[src/rtl/emav_pkg.sv]
// Shared widths, constants and word types for the multiturn angle and velocity unit.
`timescale 1ns / 1ps

package emav_pkg;

  localparam int COUNT_BITS = 15;
  localparam int TIME_BITS = 24;
  localparam int TURN_BITS = 16;
  localparam int CPR_BITS = 16;
  localparam int FA_BITS = 32;
  localparam int VEL_BITS = 32;

  localparam int MAX_DT_MS = 500;
  localparam int DT_BITS = $clog2(MAX_DT_MS + 1);
  localparam int CPR_RESET = 4096;

  // Times 1000 is done as times 1024 less times 16 less times 8.
  localparam int SCALE_SHIFT_HI = 10;
  localparam int SCALE_SHIFT_MID = 4;
  localparam int SCALE_SHIFT_LO = 3;

  localparam int CMP_BITS = CPR_BITS + 3;
  localparam int PROD_BITS = FA_BITS + 1 + SCALE_SHIFT_HI;
  localparam int MUL_CNT_BITS = $clog2(CPR_BITS + 1);
  localparam int DIV_CNT_BITS = $clog2(PROD_BITS + 1);

  typedef struct packed {
    logic [COUNT_BITS-1:0] raw_count;
    logic [TIME_BITS-1:0]  time_ms;
  } in_item_t;

  typedef struct packed {
    logic signed [TURN_BITS-1:0] turns;
    logic [COUNT_BITS-1:0]       angle_count;
    logic signed [VEL_BITS-1:0]  velocity;
  } out_item_t;

  typedef struct packed {
    logic busy;
    logic done;
  } unit_stat_t;

endpackage

[src/rtl/emav_mul.sv]
// Bit-serial shift-and-add multiplier of the turn count by counts per revolution.
`timescale 1ns / 1ps

module emav_mul (
  input  logic                                clk,
  input  logic                                rst,
  input  logic                                start,
  input  logic signed [emav_pkg::TURN_BITS-1:0] turn,
  input  logic [emav_pkg::CPR_BITS-1:0]       cpr,
  output logic [emav_pkg::FA_BITS-1:0]        product,
  output emav_pkg::unit_stat_t                stat
);
  import emav_pkg::*;

  logic [FA_BITS-1:0]      acc;
  logic [FA_BITS-1:0]      mcand;
  logic [CPR_BITS-1:0]     mplier;
  logic [MUL_CNT_BITS-1:0] cnt;
  logic                    busy;
  logic                    done;

  always_ff @(posedge clk) begin
    if (rst) begin
      busy <= 1'b0;
      done <= 1'b0;
      cnt  <= '0;
    end else begin
      done <= 1'b0;
      if (start) begin
        busy <= 1'b1;
        cnt  <= MUL_CNT_BITS'(CPR_BITS);
      end else if (busy) begin
        cnt <= cnt - MUL_CNT_BITS'(1);
        if (cnt == MUL_CNT_BITS'(1)) begin
          busy <= 1'b0;
          done <= 1'b1;
        end
      end
    end
  end

  always_ff @(posedge clk) begin
    if (start) begin
      acc    <= '0;
      mcand  <= FA_BITS'(turn);
      mplier <= cpr;
    end else if (busy) begin
      if (mplier[0]) begin
        acc <= acc + mcand;
      end
      mcand  <= mcand << 1;
      mplier <= mplier >> 1;
    end
  end

  assign product   = acc;
  assign stat.busy = busy;
  assign stat.done = done;

endmodule

[src/rtl/emav_div.sv]
// Restoring divider that retires one quotient bit per cycle.
`timescale 1ns / 1ps

module emav_div (
  input  logic                              clk,
  input  logic                              rst,
  input  logic                              start,
  input  logic [emav_pkg::PROD_BITS-1:0]    dividend,
  input  logic [emav_pkg::DT_BITS-1:0]      divisor,
  output logic [emav_pkg::PROD_BITS-1:0]    quotient,
  output emav_pkg::unit_stat_t              stat
);
  import emav_pkg::*;

  logic [PROD_BITS-1:0]    quo;
  logic [DT_BITS-1:0]      rem;
  logic [DT_BITS-1:0]      dsr;
  logic [DIV_CNT_BITS-1:0] cnt;
  logic                    busy;
  logic                    done;
  logic [DT_BITS:0]        trial;
  logic                    fits;

  assign trial = {rem, quo[PROD_BITS-1]};
  assign fits  = trial >= {1'b0, dsr};

  always_ff @(posedge clk) begin
    if (rst) begin
      busy <= 1'b0;
      done <= 1'b0;
      cnt  <= '0;
    end else begin
      done <= 1'b0;
      if (start) begin
        busy <= 1'b1;
        cnt  <= DIV_CNT_BITS'(PROD_BITS);
      end else if (busy) begin
        cnt <= cnt - DIV_CNT_BITS'(1);
        if (cnt == DIV_CNT_BITS'(1)) begin
          busy <= 1'b0;
          done <= 1'b1;
        end
      end
    end
  end

  always_ff @(posedge clk) begin
    if (start) begin
      quo <= dividend;
      rem <= '0;
      dsr <= divisor;
    end else if (busy) begin
      if (fits) begin
        rem <= DT_BITS'(trial - {1'b0, dsr});
      end else begin
        rem <= trial[DT_BITS-1:0];
      end
      quo <= {quo[PROD_BITS-2:0], fits};
    end
  end

  assign quotient  = quo;
  assign stat.busy = busy;
  assign stat.done = done;

endmodule

[src/rtl/encoder_multiturn_angle_velocity_unit.sv]
// Top level of the multiturn angle unwrap and velocity unit.
// Each input word carries an absolute angle count and a millisecond timestamp; each one gives
// exactly one output word with the turn count, the angle count and the velocity in counts per
// second, truncated toward zero and saturated to 32 bits. The time from acceptance to a ready
// result is set mainly by the serial divider, which retires one of 43 quotient bits per cycle,
// and the serial multiplier, which forms turns times counts per revolution over 16 bits.
// One word is in flight at a time; a finished result waits in the output register while the
// next word is accepted. The first word after reset gives a velocity of zero. The user must
// write counts per revolution only while the unit is idle; the block does not enforce this.
`timescale 1ns / 1ps

module encoder_multiturn_angle_velocity_unit (
  input  logic                           clk,
  input  logic                           rst,
  input  logic                           cfg_wen,
  input  logic [emav_pkg::CPR_BITS-1:0]  cfg_wdata,
  input  logic                           in_valid,
  output logic                           in_ready,
  input  emav_pkg::in_item_t             in_data,
  output logic                           out_valid,
  input  logic                           out_ready,
  output emav_pkg::out_item_t            out_data
);
  import emav_pkg::*;

  localparam logic [3:0] ST_IDLE = 4'd0;
  localparam logic [3:0] ST_LOAD = 4'd1;
  localparam logic [3:0] ST_MUL  = 4'd2;
  localparam logic [3:0] ST_SUB  = 4'd3;
  localparam logic [3:0] ST_ABS  = 4'd4;
  localparam logic [3:0] ST_SC1  = 4'd5;
  localparam logic [3:0] ST_SC2  = 4'd6;
  localparam logic [3:0] ST_DIV  = 4'd7;
  localparam logic [3:0] ST_DONE = 4'd8;

  localparam logic [PROD_BITS-1:0] POS_LIM = PROD_BITS'((64'd1 << (VEL_BITS - 1)) - 64'd1);
  localparam logic [PROD_BITS-1:0] NEG_LIM = PROD_BITS'(64'd1 << (VEL_BITS - 1));

  logic [3:0]              state;
  logic [CPR_BITS-1:0]     cpr;
  logic                    primed;
  logic                    first;
  logic [COUNT_BITS-1:0]   last_count;
  logic [TIME_BITS-1:0]    last_time;
  logic [FA_BITS-1:0]      last_fa;
  logic [TURN_BITS-1:0]    turn;
  logic [COUNT_BITS-1:0]   count_r;
  logic [TIME_BITS-1:0]    now_r;
  logic [DT_BITS-1:0]      dt;
  logic [FA_BITS-1:0]      fa_r;
  logic [FA_BITS:0]        delta_r;
  logic [FA_BITS:0]        mag;
  logic                    neg;
  logic [PROD_BITS-1:0]    scaled;
  logic [VEL_BITS-1:0]     vel_r;

  logic [COUNT_BITS:0]     d_w;
  logic [COUNT_BITS-1:0]   d_mag;
  logic [CMP_BITS-1:0]     five_mag;
  logic [CMP_BITS-1:0]     four_cpr;
  logic                    wrap;
  logic [TURN_BITS-1:0]    turn_next;
  logic [TIME_BITS-1:0]    dt_raw;
  logic [DT_BITS-1:0]      dt_next;
  logic [PROD_BITS-1:0]    dividend;
  logic [VEL_BITS-1:0]     vel_next;

  logic                    mul_start;
  logic [FA_BITS-1:0]      product;
  unit_stat_t              mul_stat;
  logic                    div_start;
  logic [PROD_BITS-1:0]    quotient;
  unit_stat_t              div_stat;

  assign d_w      = {1'b0, count_r} - {1'b0, last_count};
  assign d_mag    = d_w[COUNT_BITS] ? COUNT_BITS'(-d_w) : d_w[COUNT_BITS-1:0];
  assign five_mag = (CMP_BITS'(d_mag) << 2) + CMP_BITS'(d_mag);
  assign four_cpr = CMP_BITS'(cpr) << 2;
  assign wrap     = primed && (five_mag > four_cpr);

  always_comb begin
    turn_next = turn;
    if (wrap) begin
      if (d_w[COUNT_BITS]) begin
        turn_next = turn + TURN_BITS'(1);
      end else begin
        turn_next = turn - TURN_BITS'(1);
      end
    end
  end

  assign dt_raw  = now_r - last_time - TIME_BITS'(now_r < last_time);
  assign dt_next = (dt_raw == '0 || dt_raw > TIME_BITS'(MAX_DT_MS)) ? DT_BITS'(1)
                                                                   : dt_raw[DT_BITS-1:0];

  assign dividend = scaled - (PROD_BITS'(mag) << SCALE_SHIFT_LO);

  always_comb begin
    if (first) begin
      vel_next = '0;
    end else if (neg) begin
      vel_next = (quotient > NEG_LIM) ? NEG_LIM[VEL_BITS-1:0] : VEL_BITS'(-quotient);
    end else begin
      vel_next = (quotient > POS_LIM) ? POS_LIM[VEL_BITS-1:0] : quotient[VEL_BITS-1:0];
    end
  end

  assign mul_start = (state == ST_LOAD);
  assign div_start = (state == ST_SC2);
  assign in_ready  = (state == ST_IDLE);

  emav_mul u_mul (
    .clk     (clk),
    .rst     (rst),
    .start   (mul_start),
    .turn    (turn_next),
    .cpr     (cpr),
    .product (product),
    .stat    (mul_stat)
  );

  emav_div u_div (
    .clk      (clk),
    .rst      (rst),
    .start    (div_start),
    .dividend (dividend),
    .divisor  (dt),
    .quotient (quotient),
    .stat     (div_stat)
  );

  always_ff @(posedge clk) begin
    if (rst) begin
      state      <= ST_IDLE;
      cpr        <= CPR_BITS'(CPR_RESET);
      primed     <= 1'b0;
      first      <= 1'b0;
      last_count <= '0;
      last_time  <= '0;
      last_fa    <= '0;
      turn       <= '0;
      out_valid  <= 1'b0;
    end else begin
      if (cfg_wen) begin
        cpr <= cfg_wdata;
      end
      if (state == ST_DONE && (!out_valid || out_ready)) begin
        out_valid <= 1'b1;
      end else if (out_valid && out_ready) begin
        out_valid <= 1'b0;
      end
      unique case (state)
        ST_IDLE: begin
          if (in_valid) begin
            state <= ST_LOAD;
          end
        end
        ST_LOAD: begin
          turn       <= turn_next;
          first      <= !primed;
          primed     <= 1'b1;
          last_count <= count_r;
          last_time  <= now_r;
          state      <= ST_MUL;
        end
        ST_MUL: begin
          if (mul_stat.done) begin
            state <= ST_SUB;
          end
        end
        ST_SUB: begin
          last_fa <= fa_r;
          state   <= ST_ABS;
        end
        ST_ABS: begin
          state <= ST_SC1;
        end
        ST_SC1: begin
          state <= ST_SC2;
        end
        ST_SC2: begin
          state <= ST_DIV;
        end
        ST_DIV: begin
          if (div_stat.done) begin
            state <= ST_DONE;
          end
        end
        ST_DONE: begin
          if (!out_valid || out_ready) begin
            state <= ST_IDLE;
          end
        end
        default: begin
          state <= ST_IDLE;
        end
      endcase
    end
  end

  always_ff @(posedge clk) begin
    if (state == ST_IDLE && in_valid) begin
      count_r <= in_data.raw_count;
      now_r   <= in_data.time_ms;
    end
    if (state == ST_LOAD) begin
      dt <= dt_next;
    end
    if (state == ST_MUL && mul_stat.done) begin
      fa_r <= product + FA_BITS'(count_r);
    end
    if (state == ST_SUB) begin
      delta_r <= {fa_r[FA_BITS-1], fa_r} - {last_fa[FA_BITS-1], last_fa};
    end
    if (state == ST_ABS) begin
      neg <= delta_r[FA_BITS];
      mag <= delta_r[FA_BITS] ? (~delta_r + (FA_BITS + 1)'(1)) : delta_r;
    end
    if (state == ST_SC1) begin
      scaled <= (PROD_BITS'(mag) << SCALE_SHIFT_HI) - (PROD_BITS'(mag) << SCALE_SHIFT_MID);
    end
    if (state == ST_DIV && div_stat.done) begin
      vel_r <= vel_next;
    end
    if (state == ST_DONE && (!out_valid || out_ready)) begin
      out_data.turns       <= turn;
      out_data.angle_count <= count_r;
      out_data.velocity    <= vel_r;
    end
  end

  a_accept_loads : assert property (@(posedge clk) disable iff (rst)
    in_valid && in_ready |=> state == ST_LOAD)
    else $error("accepted word did not start the load step");

  a_idle_units_quiet : assert property (@(posedge clk) disable iff (rst)
    state == ST_IDLE |-> !mul_stat.busy && !div_stat.busy)
    else $error("arithmetic unit busy while idle");

  a_dt_in_range : assert property (@(posedge clk) disable iff (rst)
    state == ST_DIV |-> dt != '0 && dt <= DT_BITS'(MAX_DT_MS))
    else $error("elapsed time outside one to the limit");

  a_div_to_done : assert property (@(posedge clk) disable iff (rst)
    state == ST_DIV && div_stat.done |=> state == ST_DONE && !div_stat.busy)
    else $error("divider finish not followed by result hand-off");

endmodule
[config.mk]
export PLATFORM = sky130hd
export DESIGN_NAME = encoder_multiturn_angle_velocity_unit
export DESIGN_NICKNAME = d
export VERILOG_FILES = /design/src/rtl/emav_pkg.sv /design/src/rtl/emav_mul.sv /design/src/rtl/emav_div.sv /design/src/rtl/encoder_multiturn_angle_velocity_unit.sv
export SDC_FILE = /design/constraint.sdc
export NUM_CORES = 1
export LEC_CHECK = 0
export ABC_AREA = 0
export BUFFER_PORTS_ARGS = -buffer_cell sky130_fd_sc_hd__buf_2
export CAP_MARGIN = 20
export CORE_MARGIN = 5
export CORE_UTILIZATION = 65
export CTS_BUF_LIST = sky130_fd_sc_hd__clkbuf_4
export CTS_CLUSTER_SIZE = 40
export DETAILED_ROUTE_END_ITERATION = 8
export PLACE_DENSITY = 0.82
export SETUP_SLACK_MARGIN = 0.05
export SYNTH_ARGS = -nofsm -noshare
export SYNTH_HDL_FRONTEND = slang
export SYNTH_SLANG_ARGS = --single-unit
[constraint.sdc]
create_clock -name clk -period 9.1 [get_ports clk]
set_clock_uncertainty 0.2 [all_clocks]
set_input_delay 0 -clock clk [delete_from_list [all_inputs] [get_ports clk]]
set_output_delay 0 -clock clk [all_outputs]
set_load 0.01 [all_outputs]
==> results.ini <==
[clocking]
cts.path.max_buffers = 3
cts.sinks = 547
post_cts_buffers = 0
numCtsBuffers = 149
cts_root_buf = clkbuf_4
clkTransAtPathRegs_ns = 0.06
cts_max_level = 4
cts_tree = built
clock_latency_ns = 1.01

[timing]
tns_ns = 0
worst_slack_ns = 0.765
hold_viol = 0
rsz0062_at_grt = false
worst_slew_pin_slew_ns = 1.07
fmax_mhz = 120
slew_viol_final = 0
final-setup-viol-count = 0
maxSlewHeadroom = 0.285
period_share = 0.916
fin_crit_ns = 8.33

[synthesis]
ys_seq_area_frac = 0.443
synth_warnings = 0
ys_seq_elements = 547
synth-edff-count = 381
synth_async_sr_flop_share = 0
synthTopCellsByCount = 398 x nand2_1, 381 x edfxtp_1, 315 x a21oi_1
synth_top_area_frac = 0.343
yosys_most_used_dff = edfxtp_1
ys_top_cells_by_area = edfxtp_1 34%, ha_1 11%, dfxtp_1 10%, a21oi_1 4.7%, nand2_1 4.5%
avgSynthCellArea_um2 = 9.55
yosys.area.top_type = edfxtp_1
syn_nets = 3838
synth_cell_types = 83
synthMostInstantiatedCell = nand2_1
syn_inst = 3488
syn-cell-area_um2 = 33300

[setup_path]
rr_endpoint = u_mul.mcand[14]
cp-start-kind = flop
crit_buf_inv = 3
r2r_cells = 32
r2r_setup_slack_ns = 0.77
cp-end-kind = flop
crit_fanout = 22
arrival_ns = 8.98
crit_required_ns = 9.74
critPathSlowestCell = o41ai_1
crit_family = compound AO/OA/AOI/OAI gates
slowest_delay_ns = 0.70
r2r-start = count_r[3]
worstSetupPathType = flop to flop

[global_route]
grt_usage = 0.299
busiest_layer = met2
grt_pass1_wl_um = 138000
gr-total-overflow = 0
grt_max_degree = 93
antenna_found_initial = 6
use_met1 = 0.326
use_met2 = 0.528
grt_pass1_vias = 28276
gr-usage-met3 = 0.0621

[worst_hold_path]
min_to = count_r[6]
hold_path_depth = 3
hp-start = in_data[30]
min_path_type = input port to flop

[floorplan]
io_pins = 125
placeableCoreArea_um2 = 51100
dieArea_um2 = 55900
die_y_um = 236
die-width_um = 236
initial_utilization = 0.652
num_rows = 83

[drt]
ant_nets = 0
drtIter0Drc = 1962
wl_um = 85900
dr.pass1.iters = 8
routedWlPerCell_um = 18.5
drt-vias-per-instance = 6.03
dr_total_vias = 28076
drc_errors = 0

[flow_run]
drv_cap = 0

[power]
power_density_nw_per_um2 = 199
peakVddDrop_mv = 0.181
leakagePower_nw = 15.5

[finish]
final_layout_size_suffix_gt1_frac = 0.113
syn_to_final_growth_pct = 15.4
nNetsFinal = 4198
stdcell_count = 4653
fin_area_um2 = 38400
n_fill_cell = 3468
utilization = 0.752

[placed_design]
gp_congestion = 0.933
dp_hpwl_um = 57800
placedCellCount = 4195
placed_cell_area_um2 = 34500
io_buffers = 124
place_ws_ns = 0.675

[status]
outcome = completed

## cell families after synthesis
| kind of cell | after synthesis | share of synthesized area |
|---|---|---|
| simple gates | 1028 | 0.147 |
| compound gates | 940 | 0.175 |
| flops | 547 | 0.443 |
| buf+inv | 391 | 0.0442 |
| fa+ha+maj | 290 | 0.111 |
| xor+xnor | 245 | 0.0649 |
| mux | 47 | 0.0142 |
## flip-flops by register name, indices dropped and copies added, names as in the netlist, 24 cells and up
register        flops
delta_r            33
u_mul.mcand        32
vel_r              32
now_r              24
fa_r               32
scaled             39
u_mul.product      32
u_div.quotient     43
last_fa            32
last_time          24
mag                33
out_data           63
## where the power goes
part           switching [mW]  internal [mW]
logic                    1.29          0.982
registers               0.160           2.84
clock network            1.08           1.30
## cell usage in the layout, fill, tap and decap left out, types with 19 or more instances in the layout
master	instances
a211oi_1	31
a21o_1	110
a21oi_1	315
a31oi_1	28
and3_1	22
buf_2	123
clkbuf_4	233
clkinv_1	19
dfxtp_1	166
dlygate4sd3_1	177
edfxtp_1	381
ha_1	280
inv_1	274
mux2i_1	44
nand2_1	398
nand2b_1	35
nand3_1	58
nand4_1	38
nor2_1	208
nor2b_1	31
nor3_1	76
nor4_1	27
o21a_1	46
o21ai_0	216
o21bai_1	24
o31ai_1	19
or3_1	32
xnor2_1	164
xor2_1	80
## worst max-delay path by stage
stage          startpoint              end  slack, ns  cells after the start
2_1_floorplan  count_r[3]  u_mul.mcand[21]       1.27                     33
3_3_place_gp   count_r[3]  u_mul.mcand[31]       0.94                     31
3_5_place_dp   count_r[3]  u_mul.mcand[14]       0.68                     32
4_1_cts        count_r[3]  u_mul.mcand[14]       0.64                     32
5_1_grt        count_r[3]  u_mul.mcand[14]       0.12                     32
6_report       count_r[3]  u_mul.mcand[14]       0.77                     32
## worst min-delay path: stages
cell and delay, ns:
dlygate4sd3_1 0.52, buf_2 0.12, dlygate4sd3_1 0.55
## routing by layer
metal	wire length [µm]	vias to the layer above
met1	32400	13241
met2	43000	1074
met3	4720	358
met5	11	-
met4	5700	2
li1	-	13401
## cell type report
class / instances / area [µm²] / area share
multi-input cells: 2550 / 17100 / 0.445
flip-flops and latches: 547 / 14800 / 0.384
repair buffers: 323 / 2630 / 0.0683
clock buffers: 233 / 1750 / 0.0455
inverters: 277 / 1040 / 0.0271
well taps: 680 / 851 / 0.0221
clock inverters: 36 / 293 / 0.00762
diodes: 7 / 17.5 / 0.000456
## through the flow
step           hold WS [ns]  power (mW)
3_5_place_dp        -0.0219        5.14
5_1_grt              0.0366        8.08
4_1_cts            0.000576        7.58
6_report              0.124        7.65
3_3_place_gp        -0.0208        5.04
2_1_floorplan        -0.101        4.64
## timing repair
action                     4_1_cts  5_1_grt
hold buffers                   178        0
setup endpoints to repair        0        9
hold endpoints to repair       266        0
gates resized for setup          0        1
Note: power is estimated with default switching activity, not from simulation.
